--- config.mk ---
export PLATFORM = sky130hd
export DESIGN_NAME = binary_thinning_subpass_unit
export DESIGN_NICKNAME = d
export VERILOG_FILES = /design/src/design/btsp_pkg.sv /design/src/design/btsp_judge.sv /design/src/design/btsp_out_fifo.sv /design/src/design/binary_thinning_subpass_unit.sv
export VERILOG_INCLUDE_DIRS = /design/src /design/src/design
export SDC_FILE = /design/constraint.sdc
export NUM_CORES = 2
export LEC_CHECK = 0
export BUFFER_PORTS_ARGS = -buffer_cell sky130_fd_sc_hd__buf_2
export CAP_MARGIN = 20
export CORE_ASPECT_RATIO = 0.9
export CORE_UTILIZATION = 62
export CTS_CLUSTER_DIAMETER = 50
export DETAILED_ROUTE_END_ITERATION = 7
export PLACE_DENSITY = 0.78
export SLEW_MARGIN = 5
export SYNTH_ARGS = -nofsm -noshare
export SYNTH_HDL_FRONTEND = slang
export SYNTH_HIERARCHICAL = 1
export SYNTH_SLANG_ARGS = --single-unit
--- constraint.sdc ---
create_clock -name clk_i -period 21.3 [get_ports clk_i]
set_input_delay 1.065 -clock clk_i [delete_from_list [all_inputs] [get_ports clk_i]]
set_output_delay 1.065 -clock clk_i [all_outputs]
set_load 0.02 [all_outputs]
--- src/design/binary_thinning_subpass_unit_defines.svh ---
// Assertion macros for the binary thinning subpass unit.
// Included by RTL files that carry concurrent assertions; no other dependencies.
`ifndef BINARY_THINNING_SUBPASS_UNIT_DEFINES_SVH
`define BINARY_THINNING_SUBPASS_UNIT_DEFINES_SVH

// Check a property on every rising clock edge outside reset.
`define BTSP_ASSERT(lbl, clk, rst_n, prop, msg) \
  lbl: assert property (@(posedge clk) disable iff (!rst_n) prop) else $error(msg);

// Check that a condition never holds outside reset.
`define BTSP_ASSERT_NEVER(lbl, clk, rst_n, cond, msg) \
  lbl: assert property (@(posedge clk) disable iff (!rst_n) !(cond)) else $error(msg);

`endif

--- src/design/btsp_pkg.sv ---
// Shared types and constants for the binary thinning subpass unit.
// No dependencies; imported by every module of the block.
package btsp_pkg;

  localparam int MAX_WIDTH_DEF  = 1024;
  localparam int MAX_HEIGHT_DEF = 1024;
  localparam int CFG_W          = 11;
  localparam int CFG_IDX_W      = 2;
  localparam int OUT_DEPTH      = 4;
  localparam int OUT_PTR_W      = $clog2(OUT_DEPTH);
  localparam int OUT_LVL_W      = $clog2(OUT_DEPTH + 1);

  typedef enum logic [CFG_IDX_W-1:0] {
    CFG_IMAGE_WIDTH  = 2'd0,
    CFG_IMAGE_HEIGHT = 2'd1,
    CFG_SUBPASS      = 2'd2
  } cfg_idx_e;

  typedef enum logic {
    KIND_PIXEL = 1'b0,
    KIND_FLUSH = 1'b1
  } kind_e;

  typedef enum logic {
    SUBPASS_FIRST  = 1'b0,
    SUBPASS_SECOND = 1'b1
  } subpass_e;

  typedef struct packed {
    logic pixel_out;
    logic deleted;
    logic frame_end;
  } res_t;

endpackage

--- src/design/btsp_judge.sv ---
// 3x3 window decision for one thinning subpass: neighbour count, ring transitions, products.
// Depends on btsp_pkg.
module btsp_judge (
  input  logic [8:0]          window_i,
  input  logic                interior_i,
  input  btsp_pkg::subpass_e  subpass_i,
  output logic                pixel_o,
  output logic                deleted_o
);
  import btsp_pkg::*;

  logic [7:0] ring;
  logic [7:0] ring_nx;
  logic [7:0] rise;
  logic [3:0] nb_cnt;
  logic [3:0] rise_cnt;
  logic       prod_ok;
  logic       centre;

  // ring order: north, north-east, east, south-east, south, south-west, west, north-west
  assign ring    = {window_i[0], window_i[1], window_i[2], window_i[5],
                    window_i[8], window_i[7], window_i[6], window_i[3]};
  assign ring_nx = {ring[0], ring[7:1]};
  assign rise    = ~ring & ring_nx;
  assign centre  = window_i[4];

  always_comb begin
    nb_cnt   = '0;
    rise_cnt = '0;
    for (int k = 0; k < 8; k++) begin
      nb_cnt   = nb_cnt + 4'(ring[k]);
      rise_cnt = rise_cnt + 4'(rise[k]);
    end
  end

  always_comb begin
    case (subpass_i)
      SUBPASS_FIRST:  prod_ok = !(ring[0] & ring[2] & ring[4]) && !(ring[2] & ring[4] & ring[6]);
      SUBPASS_SECOND: prod_ok = !(ring[0] & ring[2] & ring[6]) && !(ring[0] & ring[4] & ring[6]);
      default:        prod_ok = 1'b0;
    endcase
  end

  assign deleted_o = centre && interior_i && (nb_cnt >= 4'd2) && (nb_cnt <= 4'd6)
                     && (rise_cnt == 4'd1) && prod_ok;
  assign pixel_o   = centre && !deleted_o;

endmodule

--- src/design/btsp_out_fifo.sv ---
// Result queue between the window pipeline and the output channel.
// Depends on btsp_pkg for the result type and queue depth.
module btsp_out_fifo (
  input  logic                              clk_i,
  input  logic                              rst_ni,
  input  logic                              push_i,
  input  btsp_pkg::res_t                    data_i,
  output logic                              out_valid_o,
  input  logic                              out_stall_i,
  output btsp_pkg::res_t                    data_o,
  output logic [btsp_pkg::OUT_LVL_W-1:0]    level_o
);
  import btsp_pkg::*;

  res_t                 slot_q [OUT_DEPTH];
  logic [OUT_PTR_W-1:0] wr_ptr_q, wr_ptr_d;
  logic [OUT_PTR_W-1:0] rd_ptr_q, rd_ptr_d;
  logic [OUT_LVL_W-1:0] cnt_q, cnt_d;
  logic                 pop;

  assign out_valid_o = (cnt_q != '0);
  assign pop         = out_valid_o && !out_stall_i;
  assign data_o      = slot_q[rd_ptr_q];
  assign level_o     = cnt_q;

  always_comb begin
    wr_ptr_d = push_i ? wr_ptr_q + OUT_PTR_W'(1) : wr_ptr_q;
    rd_ptr_d = pop ? rd_ptr_q + OUT_PTR_W'(1) : rd_ptr_q;
    cnt_d    = cnt_q + OUT_LVL_W'(push_i) - OUT_LVL_W'(pop);
  end

  always_ff @(posedge clk_i or negedge rst_ni) begin
    if (!rst_ni) begin
      wr_ptr_q <= '0;
      rd_ptr_q <= '0;
      cnt_q    <= '0;
    end else begin
      wr_ptr_q <= wr_ptr_d;
      rd_ptr_q <= rd_ptr_d;
      cnt_q    <= cnt_d;
    end
  end

  always_ff @(posedge clk_i) begin
    if (push_i) begin
      slot_q[wr_ptr_q] <= data_i;
    end
  end

endmodule

--- src/design/binary_thinning_subpass_unit.sv ---
// Top level of the binary thinning subpass unit: counters, line memory, window, result queue.
// Depends on btsp_pkg, btsp_judge, btsp_out_fifo and the assertion macro header.
`include "binary_thinning_subpass_unit_defines.svh"

// Binary pixels enter in raster order, one per clock unless stalled, and leave in raster
// order image_width+1 items behind the input. An accepted item has its line memory word
// read at the accepting edge and is judged in the following cycle, so its result is
// written into the result queue at the end of that cycle; a new item is taken every cycle
// unless stalled. The two line stores share one 2-bit-wide memory with a single read and
// a single write port; that port pair sets the one-item-per-clock rate. Up to four
// results wait in the output queue while the output is stalled, and the input stalls once
// the queue and the decision stage together hold four results. Flush items emit the last
// image_width+1 pixels of a frame. Writing a size register restarts the stream.
module binary_thinning_subpass_unit #(
  parameter int MAX_WIDTH  = btsp_pkg::MAX_WIDTH_DEF,
  parameter int MAX_HEIGHT = btsp_pkg::MAX_HEIGHT_DEF
) (
  input  logic                             clk_i,
  input  logic                             rst_ni,
  input  logic                             in_valid_i,
  output logic                             in_stall_o,
  input  logic                             kind_i,
  input  logic                             pixel_in_i,
  output logic                             out_valid_o,
  input  logic                             out_stall_i,
  output logic                             pixel_out_o,
  output logic                             deleted_o,
  output logic                             frame_end_o,
  input  logic                             cfg_valid_i,
  output logic                             cfg_ready_o,
  input  logic [btsp_pkg::CFG_IDX_W-1:0]   cfg_index_i,
  input  logic [btsp_pkg::CFG_W-1:0]       cfg_data_i
);
  import btsp_pkg::*;

  localparam int CW  = $clog2(MAX_WIDTH);
  localparam int RW  = $clog2(MAX_HEIGHT);
  localparam int WW  = $clog2(MAX_WIDTH + 1);
  localparam int HW  = $clog2(MAX_HEIGHT + 1);
  localparam int LW  = $clog2(MAX_WIDTH + 2);
  localparam int SWW = (WW > CFG_W) ? WW : CFG_W;
  localparam int SHW = (HW > CFG_W) ? HW : CFG_W;

  // configuration
  logic [CFG_W-1:0] cfg_width_q, cfg_height_q;
  subpass_e         subpass_q;
  logic             cfg_we, restart;

  // sizes
  logic [SWW-1:0] wcfg;
  logic [SHW-1:0] hcfg;
  logic [WW-1:0]  w_eff;
  logic [HW-1:0]  h_eff;
  logic [CW-1:0]  w_last, w_m2;
  logic [RW-1:0]  h_last, h_m2;
  logic [LW-1:0]  lag_full;

  // position tracking
  logic [CW-1:0] in_col_q, in_col_d;
  logic [RW-1:0] in_row_q, in_row_d;
  logic [CW-1:0] out_col_q, out_col_d;
  logic [RW-1:0] out_row_q, out_row_d;
  logic [LW-1:0] lag_q, lag_d;
  logic [CW-1:0] ocol_eff;
  logic [RW-1:0] orow_eff;
  logic [LW-1:0] lag_eff;
  logic          acc, is_flush, in_zero, lag_nz, flush_go, out_rst, pix_emit, emit;
  logic          interior, fend, sel_near;
  logic [CW-1:0] rd_addr;

  // line memory: bit 1 far row, bit 0 near row
  logic [1:0]    line_mem [MAX_WIDTH];
  logic [1:0]    rd_q, rd_now, wr_data;

  // decision stage
  logic          b_valid_q, b_wr_q, b_flush_q, b_hit_q;
  logic          b_pix_q, b_interior_q, b_fend_q, b_sel_near_q;
  logic [CW-1:0] b_addr_q;
  logic [1:0]    b_byp_q;
  logic [8:0]    win_q, win_shift;
  logic          j_pixel, j_deleted;
  res_t          res_d, res_o;
  logic [OUT_LVL_W-1:0] fifo_level;

  // configuration port
  assign cfg_ready_o = 1'b1;
  assign cfg_we      = cfg_valid_i && cfg_ready_o;
  assign restart     = cfg_we && ((cfg_index_i == CFG_IMAGE_WIDTH)
                                  || (cfg_index_i == CFG_IMAGE_HEIGHT));

  always_ff @(posedge clk_i or negedge rst_ni) begin
    if (!rst_ni) begin
      cfg_width_q  <= CFG_W'(640);
      cfg_height_q <= CFG_W'(480);
      subpass_q    <= SUBPASS_FIRST;
    end else if (cfg_we) begin
      case (cfg_index_i)
        CFG_IMAGE_WIDTH:  cfg_width_q  <= cfg_data_i;
        CFG_IMAGE_HEIGHT: cfg_height_q <= cfg_data_i;
        CFG_SUBPASS:      subpass_q    <= subpass_e'(cfg_data_i[0]);
        default: ;
      endcase
    end
  end

  // clamp sizes
  always_comb begin
    wcfg = SWW'(cfg_width_q);
    hcfg = SHW'(cfg_height_q);
    if (wcfg < SWW'(3)) begin
      w_eff = WW'(3);
    end else if (wcfg > SWW'(MAX_WIDTH)) begin
      w_eff = WW'(MAX_WIDTH);
    end else begin
      w_eff = WW'(wcfg);
    end
    if (hcfg < SHW'(3)) begin
      h_eff = HW'(3);
    end else if (hcfg > SHW'(MAX_HEIGHT)) begin
      h_eff = HW'(MAX_HEIGHT);
    end else begin
      h_eff = HW'(hcfg);
    end
    w_last   = CW'(w_eff - WW'(1));
    w_m2     = CW'(w_eff - WW'(2));
    h_last   = RW'(h_eff - HW'(1));
    h_m2     = RW'(h_eff - HW'(2));
    lag_full = LW'(w_eff) + LW'(1);
  end

  // input side control
  assign in_stall_o = ((OUT_LVL_W+1)'(fifo_level) + (OUT_LVL_W+1)'(b_valid_q))
                      >= (OUT_LVL_W+1)'(OUT_DEPTH);
  assign acc        = in_valid_i && !in_stall_o;
  assign is_flush   = (kind_i == KIND_FLUSH);
  assign in_zero    = (in_col_q == '0) && (in_row_q == '0);
  assign lag_nz     = (lag_q != '0);
  assign flush_go   = is_flush && in_zero && lag_nz;
  assign out_rst    = !is_flush && in_zero && lag_nz && (lag_q < lag_full);
  assign ocol_eff   = out_rst ? '0 : out_col_q;
  assign orow_eff   = out_rst ? '0 : out_row_q;
  assign lag_eff    = out_rst ? '0 : lag_q;
  assign pix_emit   = !is_flush && (lag_eff == lag_full);
  assign emit       = flush_go || pix_emit;
  assign interior   = (orow_eff != '0) && (orow_eff <= h_m2)
                      && (ocol_eff != '0) && (ocol_eff <= w_m2);
  assign fend       = (orow_eff == h_last) && (ocol_eff == w_last);
  assign sel_near   = (out_row_q == h_last);
  assign rd_addr    = is_flush ? out_col_q : in_col_q;

  always_comb begin
    in_col_d  = in_col_q;
    in_row_d  = in_row_q;
    out_col_d = out_col_q;
    out_row_d = out_row_q;
    lag_d     = lag_q;
    if (restart) begin
      in_col_d  = '0;
      in_row_d  = '0;
      out_col_d = '0;
      out_row_d = '0;
      lag_d     = '0;
    end else if (acc) begin
      if (!is_flush) begin
        if (in_col_q == w_last) begin
          in_col_d = '0;
          in_row_d = (in_row_q == h_last) ? '0 : in_row_q + RW'(1);
        end else begin
          in_col_d = in_col_q + CW'(1);
        end
      end
      out_col_d = ocol_eff;
      out_row_d = orow_eff;
      if (emit) begin
        if (ocol_eff == w_last) begin
          out_col_d = '0;
          out_row_d = (orow_eff == h_last) ? '0 : orow_eff + RW'(1);
        end else begin
          out_col_d = ocol_eff + CW'(1);
        end
      end
      if (flush_go) begin
        lag_d = lag_q - LW'(1);
      end else if (!is_flush) begin
        lag_d = pix_emit ? lag_eff : lag_eff + LW'(1);
      end
    end
  end

  always_ff @(posedge clk_i or negedge rst_ni) begin
    if (!rst_ni) begin
      in_col_q  <= '0;
      in_row_q  <= '0;
      out_col_q <= '0;
      out_row_q <= '0;
      lag_q     <= '0;
    end else begin
      in_col_q  <= in_col_d;
      in_row_q  <= in_row_d;
      out_col_q <= out_col_d;
      out_row_q <= out_row_d;
      lag_q     <= lag_d;
    end
  end

  // line memory: shift near into far, write new pixel into near
  assign rd_now  = b_hit_q ? b_byp_q : rd_q;
  assign wr_data = {rd_now[0], b_pix_q};

  always_ff @(posedge clk_i) begin
    if (b_wr_q) begin
      line_mem[b_addr_q] <= wr_data;
    end
  end

  always_ff @(posedge clk_i) begin
    if (acc) begin
      rd_q <= line_mem[rd_addr];
    end
  end

  // decision stage registers
  always_ff @(posedge clk_i or negedge rst_ni) begin
    if (!rst_ni) begin
      b_valid_q <= 1'b0;
      b_wr_q    <= 1'b0;
      b_flush_q <= 1'b0;
      b_hit_q   <= 1'b0;
    end else begin
      b_valid_q <= acc && emit;
      b_wr_q    <= acc && !is_flush;
      b_flush_q <= is_flush;
      b_hit_q   <= acc && b_wr_q && (b_addr_q == rd_addr);
    end
  end

  always_ff @(posedge clk_i) begin
    if (acc) begin
      b_pix_q      <= pixel_in_i;
      b_addr_q     <= rd_addr;
      b_interior_q <= interior;
      b_fend_q     <= fend;
      b_sel_near_q <= sel_near;
      b_byp_q      <= wr_data;
    end
  end

  // window: columns oldest to newest, each top, middle, bottom
  assign win_shift = {b_pix_q, rd_now[0], rd_now[1], win_q[8:3]};

  always_ff @(posedge clk_i or negedge rst_ni) begin
    if (!rst_ni) begin
      win_q <= '0;
    end else if (restart) begin
      win_q <= '0;
    end else if (b_wr_q) begin
      win_q <= win_shift;
    end
  end

  btsp_judge u_judge (
    .window_i   (win_shift),
    .interior_i (b_interior_q),
    .subpass_i  (subpass_q),
    .pixel_o    (j_pixel),
    .deleted_o  (j_deleted)
  );

  always_comb begin
    res_d.frame_end = b_fend_q;
    if (b_flush_q) begin
      res_d.pixel_out = b_sel_near_q ? rd_now[0] : rd_now[1];
      res_d.deleted   = 1'b0;
    end else begin
      res_d.pixel_out = j_pixel;
      res_d.deleted   = j_deleted;
    end
  end

  btsp_out_fifo u_out_fifo (
    .clk_i       (clk_i),
    .rst_ni      (rst_ni),
    .push_i      (b_valid_q),
    .data_i      (res_d),
    .out_valid_o (out_valid_o),
    .out_stall_i (out_stall_i),
    .data_o      (res_o),
    .level_o     (fifo_level)
  );

  assign pixel_out_o = res_o.pixel_out;
  assign deleted_o   = res_o.deleted;
  assign frame_end_o = res_o.frame_end;

  `BTSP_ASSERT_NEVER(a_lag_bound, clk_i, rst_ni, lag_q > lag_full, "pixel lag beyond one row")
  `BTSP_ASSERT_NEVER(a_col_bound, clk_i, rst_ni, in_col_q > w_last, "input column out of row")
  `BTSP_ASSERT(a_push_room, clk_i, rst_ni, b_valid_q |-> (fifo_level < OUT_LVL_W'(OUT_DEPTH)),
    "result pushed into full queue")
  `BTSP_ASSERT(a_del_clear, clk_i, rst_ni, (out_valid_o && deleted_o) |-> !pixel_out_o,
    "deleted pixel still foreground")

endmodule

==> flow_summary.ini <==
[status]
status = finished, final reports clean

[setup_path]
setup.worst_path.class = register to register
endpoint_kind = register
timing.critical_path.cells = nor4_2 > a21oi_1 > nor2_1 > ha_1 > nand2_1 > or3b_1 > or4_1 > and2_1 > ha_1 > o21ai_0 > nor2_1 > nor4_1 > nand3_1 > o21ai_1 > a2111oi_4 > a21oi_2 > or2_0 > buf_4 > or4b_2 > o211ai_1
required_ns = 22.04
setup_slack_of_the_worst_register_to_register_path_ns = 13.90
critical-path-max-stage-delay_ns = 0.89
critPathLaunchType = register
timing.rr.end = out_col_q[2]
worst_ep_arrival_time_ns = 8.15
crit_buf_inv = 1
timing.critical_path.slowest_stage_cell = nor4_1
ff2ff_path_depth = 20
r2r-start = cfg_width_q[3]
worstPathMaxFanout = 26
cpLargestDelayFamily = simple AND/OR/NAND/NOR gates

[final_layout]
net_total_in_the_final_layout = 7945
final-instance-count-excl-fill = 10100
post_route_cells_drive_above_1_share_pct = 7.861
flow.area_growth_from_synthesis_pct = 9.320

[clock_network]
clkSinkCount = 2169
holdBufCountCts = 0
clkLatencyLatePin_ns = 0.86
htree_levels = 4
cts.path.max_buffers = 3
cts_resized = 0
cts_tree = built
cts-buffers-inserted = 207
clock_tree.root_cell = clkbuf_16
clock_transition_at_the_registers_of_the_reported_paths_ns = 0.06
cts_setup_buffers = 0

[route]
wl_per_cell_microns = 26.00
via_count = 67120
drcViolationCount = 0
initialDrtViolationCount = 9887
vias_per_cell = 6.644
drt-pass1-iter-count = 7
route.antenna.remaining_nets = 0
wirelength_routed_microns = 262700

[logic_synthesis]
netlist_area_sq_um = 96210
postSynth.asyncResetShare_pct = 4.195
ys_warn_count = 6
synth_nets = 8247
synth_area_in_xor_xnor_pct = 0.6282
synth.yosys.seq_area_share_pct = 67.24
syn_area_per_cell_sq_um = 11.79
synth.area.mux_share_pct = 3.656
ys_ff_latch = 2169
yosysUniqueCellTypes = 101
synth-compound-area-share_pct = 6.987
yosysTopAreaCellShare_pct = 64.86
synth_area_leader_cell = edfxtp_1
synth_enable_flop_cells = 2078
synth_top_cells_by_area = edfxtp_1 65%, nand2_1 7.4%, nor2_1 4.3%
synth-simple-area-share_pct = 17.50
post_synth_fa_ha_maj_area_fraction_pct = 0.9728
largest_family_of_logic_cells_by_synthesized_area = simple AND/OR/NAND/NOR gates
dominantRegCellSynth = edfxtp_1
post_synth_inst_count = 8157

[sta]
report.final.setup_viol = 0
slew_headroom_pct = 18.79
fin_worst_skew_ns = 0.03468
min_period_over_period_pct = 34.76
rsz0062_at_grt = no
achievable_freq_ghz = 0.1351
holdWs_ns = 0.2945
totalNegativeSetupSlack_ns = 0
timing_worst_slew_pin_value_ns = 1.218
timing_max_transition_violations_final = 0
hold_violations = 0
period_minus_slack_ns = 7.403

[floorplan]
pin_count = 26
floorplan.rows = 136
die_area_sq_um = 156800
floorplan.initialDensity_pct = 62.75
fp.dieW_microns = 417.2
fp.coreArea_sq_um = 153300
die_y_microns = 375.7

[power_and_ir_drop]
share_comb_of_total_power_pct = 20.0
seq_power_share_pct = 45.9
power_density_nw_per_um2 = 103.4
worst_ir_drop_vdd_v = 0.0001056
power.static_leakage_nw = 34.56
total_power_mw = 10.87
cell_internal_pwr_mw = 7.688
power.share.switching_pct = 29.29
power.switching_mw = 3.184
share_clk_of_total_power_pct = 34.0

[global_routing]
global_route.usage.total_pct = 33.26
initial_antenna_violation_count = 7
grt.overflow.total = 0
grt_start_max_net_pins = 246
grt_first_pass_wirelength_microns = 392100
first_global_vias = 64610

[placement]
post-place-cells = 9706
place_hpwl_microns = 140800
place.port_buffers = 24
finalWeightedCongestion = 0.8924

[run]
timing.max_cap.violations = 0

[min_path]
hold_class = input port to asynchronous set/reset pin
==> metrics by stage <==
stage	area [sq um]	utilization, %	setup slack, ns
6_report	105200	68.60	13.90
5_1_grt	105200	68.59	13.52
4_1_cts	104900	68.44	14.10
3_5_place_dp	98170	64.03	13.88
3_3_place_gp	97790	63.78	13.97
2_1_floorplan	96210	-	5.001
==> synth_stat cells (all sizes together), types with 35 or more instances <==
cell type,n
buf,167
o31ai,50
o311ai,39
dfrtp,85
nand2,1887
nand3,304
a21oi,82
xnor2,50
ha,62
nor3,88
and3,333
nor2,1108
a311oi,410
mux4,49
nor4,35
edfxtp,2078
clkbuf,512
o21ai,91
inv,85
mux2i,213
==> flip-flops by register name, summed over array words and instances (netlist names), 11 cells and up <==
name	cells
u_out_fifo/slot_q	12
cfg_width_q	11
lag_q	11
line_mem	2048
cfg_height_q	11
==> cells by family (layout without fill, tap and decap cells) <==
kind of cell    count (synthesis)  in the layout
fa+ha+maj                      70             70
xor+xnor                       69             69
other cells                     1              6
compound gates                863            863
mux                           287            287
buf+inv                       766            636
flops                        2169           2169
simple gates                 3932           3932
==> layout by cell type, fill, tap and decap left out, types with 46 or more instances in the layout <==
cell and n:
nand3_1 280, a311oi_1 410, ha_1 62, dfrtp_1 84
mux4_2 49, edfxtp_1 2078, and3_1 332, buf_4 109
mux2i_1 209, clkinv_1 46, a21oi_1 81, inv_1 77
nor2_1 1105, clkbuf_16 214, xnor2_1 50, o31ai_1 49
o21ai_0 86, nor3_1 85, nand2_1 1882
==> cell type report <==
cell class	count	area, sq um
Clock buffer	259	5578
Antenna cell	5	12.51
Multi-Input combinational cell	5222	29010
Clock inverter	122	1186
Sequential cell	2169	64690
Inverter	87	349.1
Tap cell	2070	2590
Timing Repair Buffer	168	1757
Fill cell	10500	48140
==> per-layer routing <==
layer | share of wire, % | wire length, microns | track usage [%] | vias up
met5 | 0.035 | 93 | 0 | -
met2 | 46 | 120200 | 51.00 | 4436
li1 | - | - | - | 29080
met1 | 37 | 96190 | 45.53 | 32800
met4 | 4.7 | 12340 | 15.01 | 8
met3 | 13 | 33860 | 7.887 | 799
==> worst max path at each step <==
stage                              start                      end  slack (ns)  cells after the start
after floorplan                  b_pix_q  u_out_fifo/slot_q[0][2]        5.00                     10
after global placement            kind_i                  rd_q[1]       13.97                     14
after detailed placement          kind_i                  rd_q[1]       13.88                     15
after CTS                 cfg_width_q[4]             out_col_q[2]       14.10                     20
after global routing      cfg_width_q[3]             out_col_q[2]       13.52                     20
final                     cfg_width_q[3]             out_col_q[2]       13.90                     20
==> power groups by stage <==
| stage | clock network, mW | logic (mW) | registers (mW) |
|---|---|---|---|
| after floorplan | 0 | 1.48 | 5.24 |
| after global placement | 0 | 2.06 | 5.08 |
| after detailed placement | 0 | 2.11 | 5.08 |
| after CTS | 3.71 | 2.13 | 4.99 |
| after global routing | 3.87 | 2.34 | 5.00 |
| final | 3.70 | 2.18 | 5.00 |
Power figures use the tool's default switching activity.
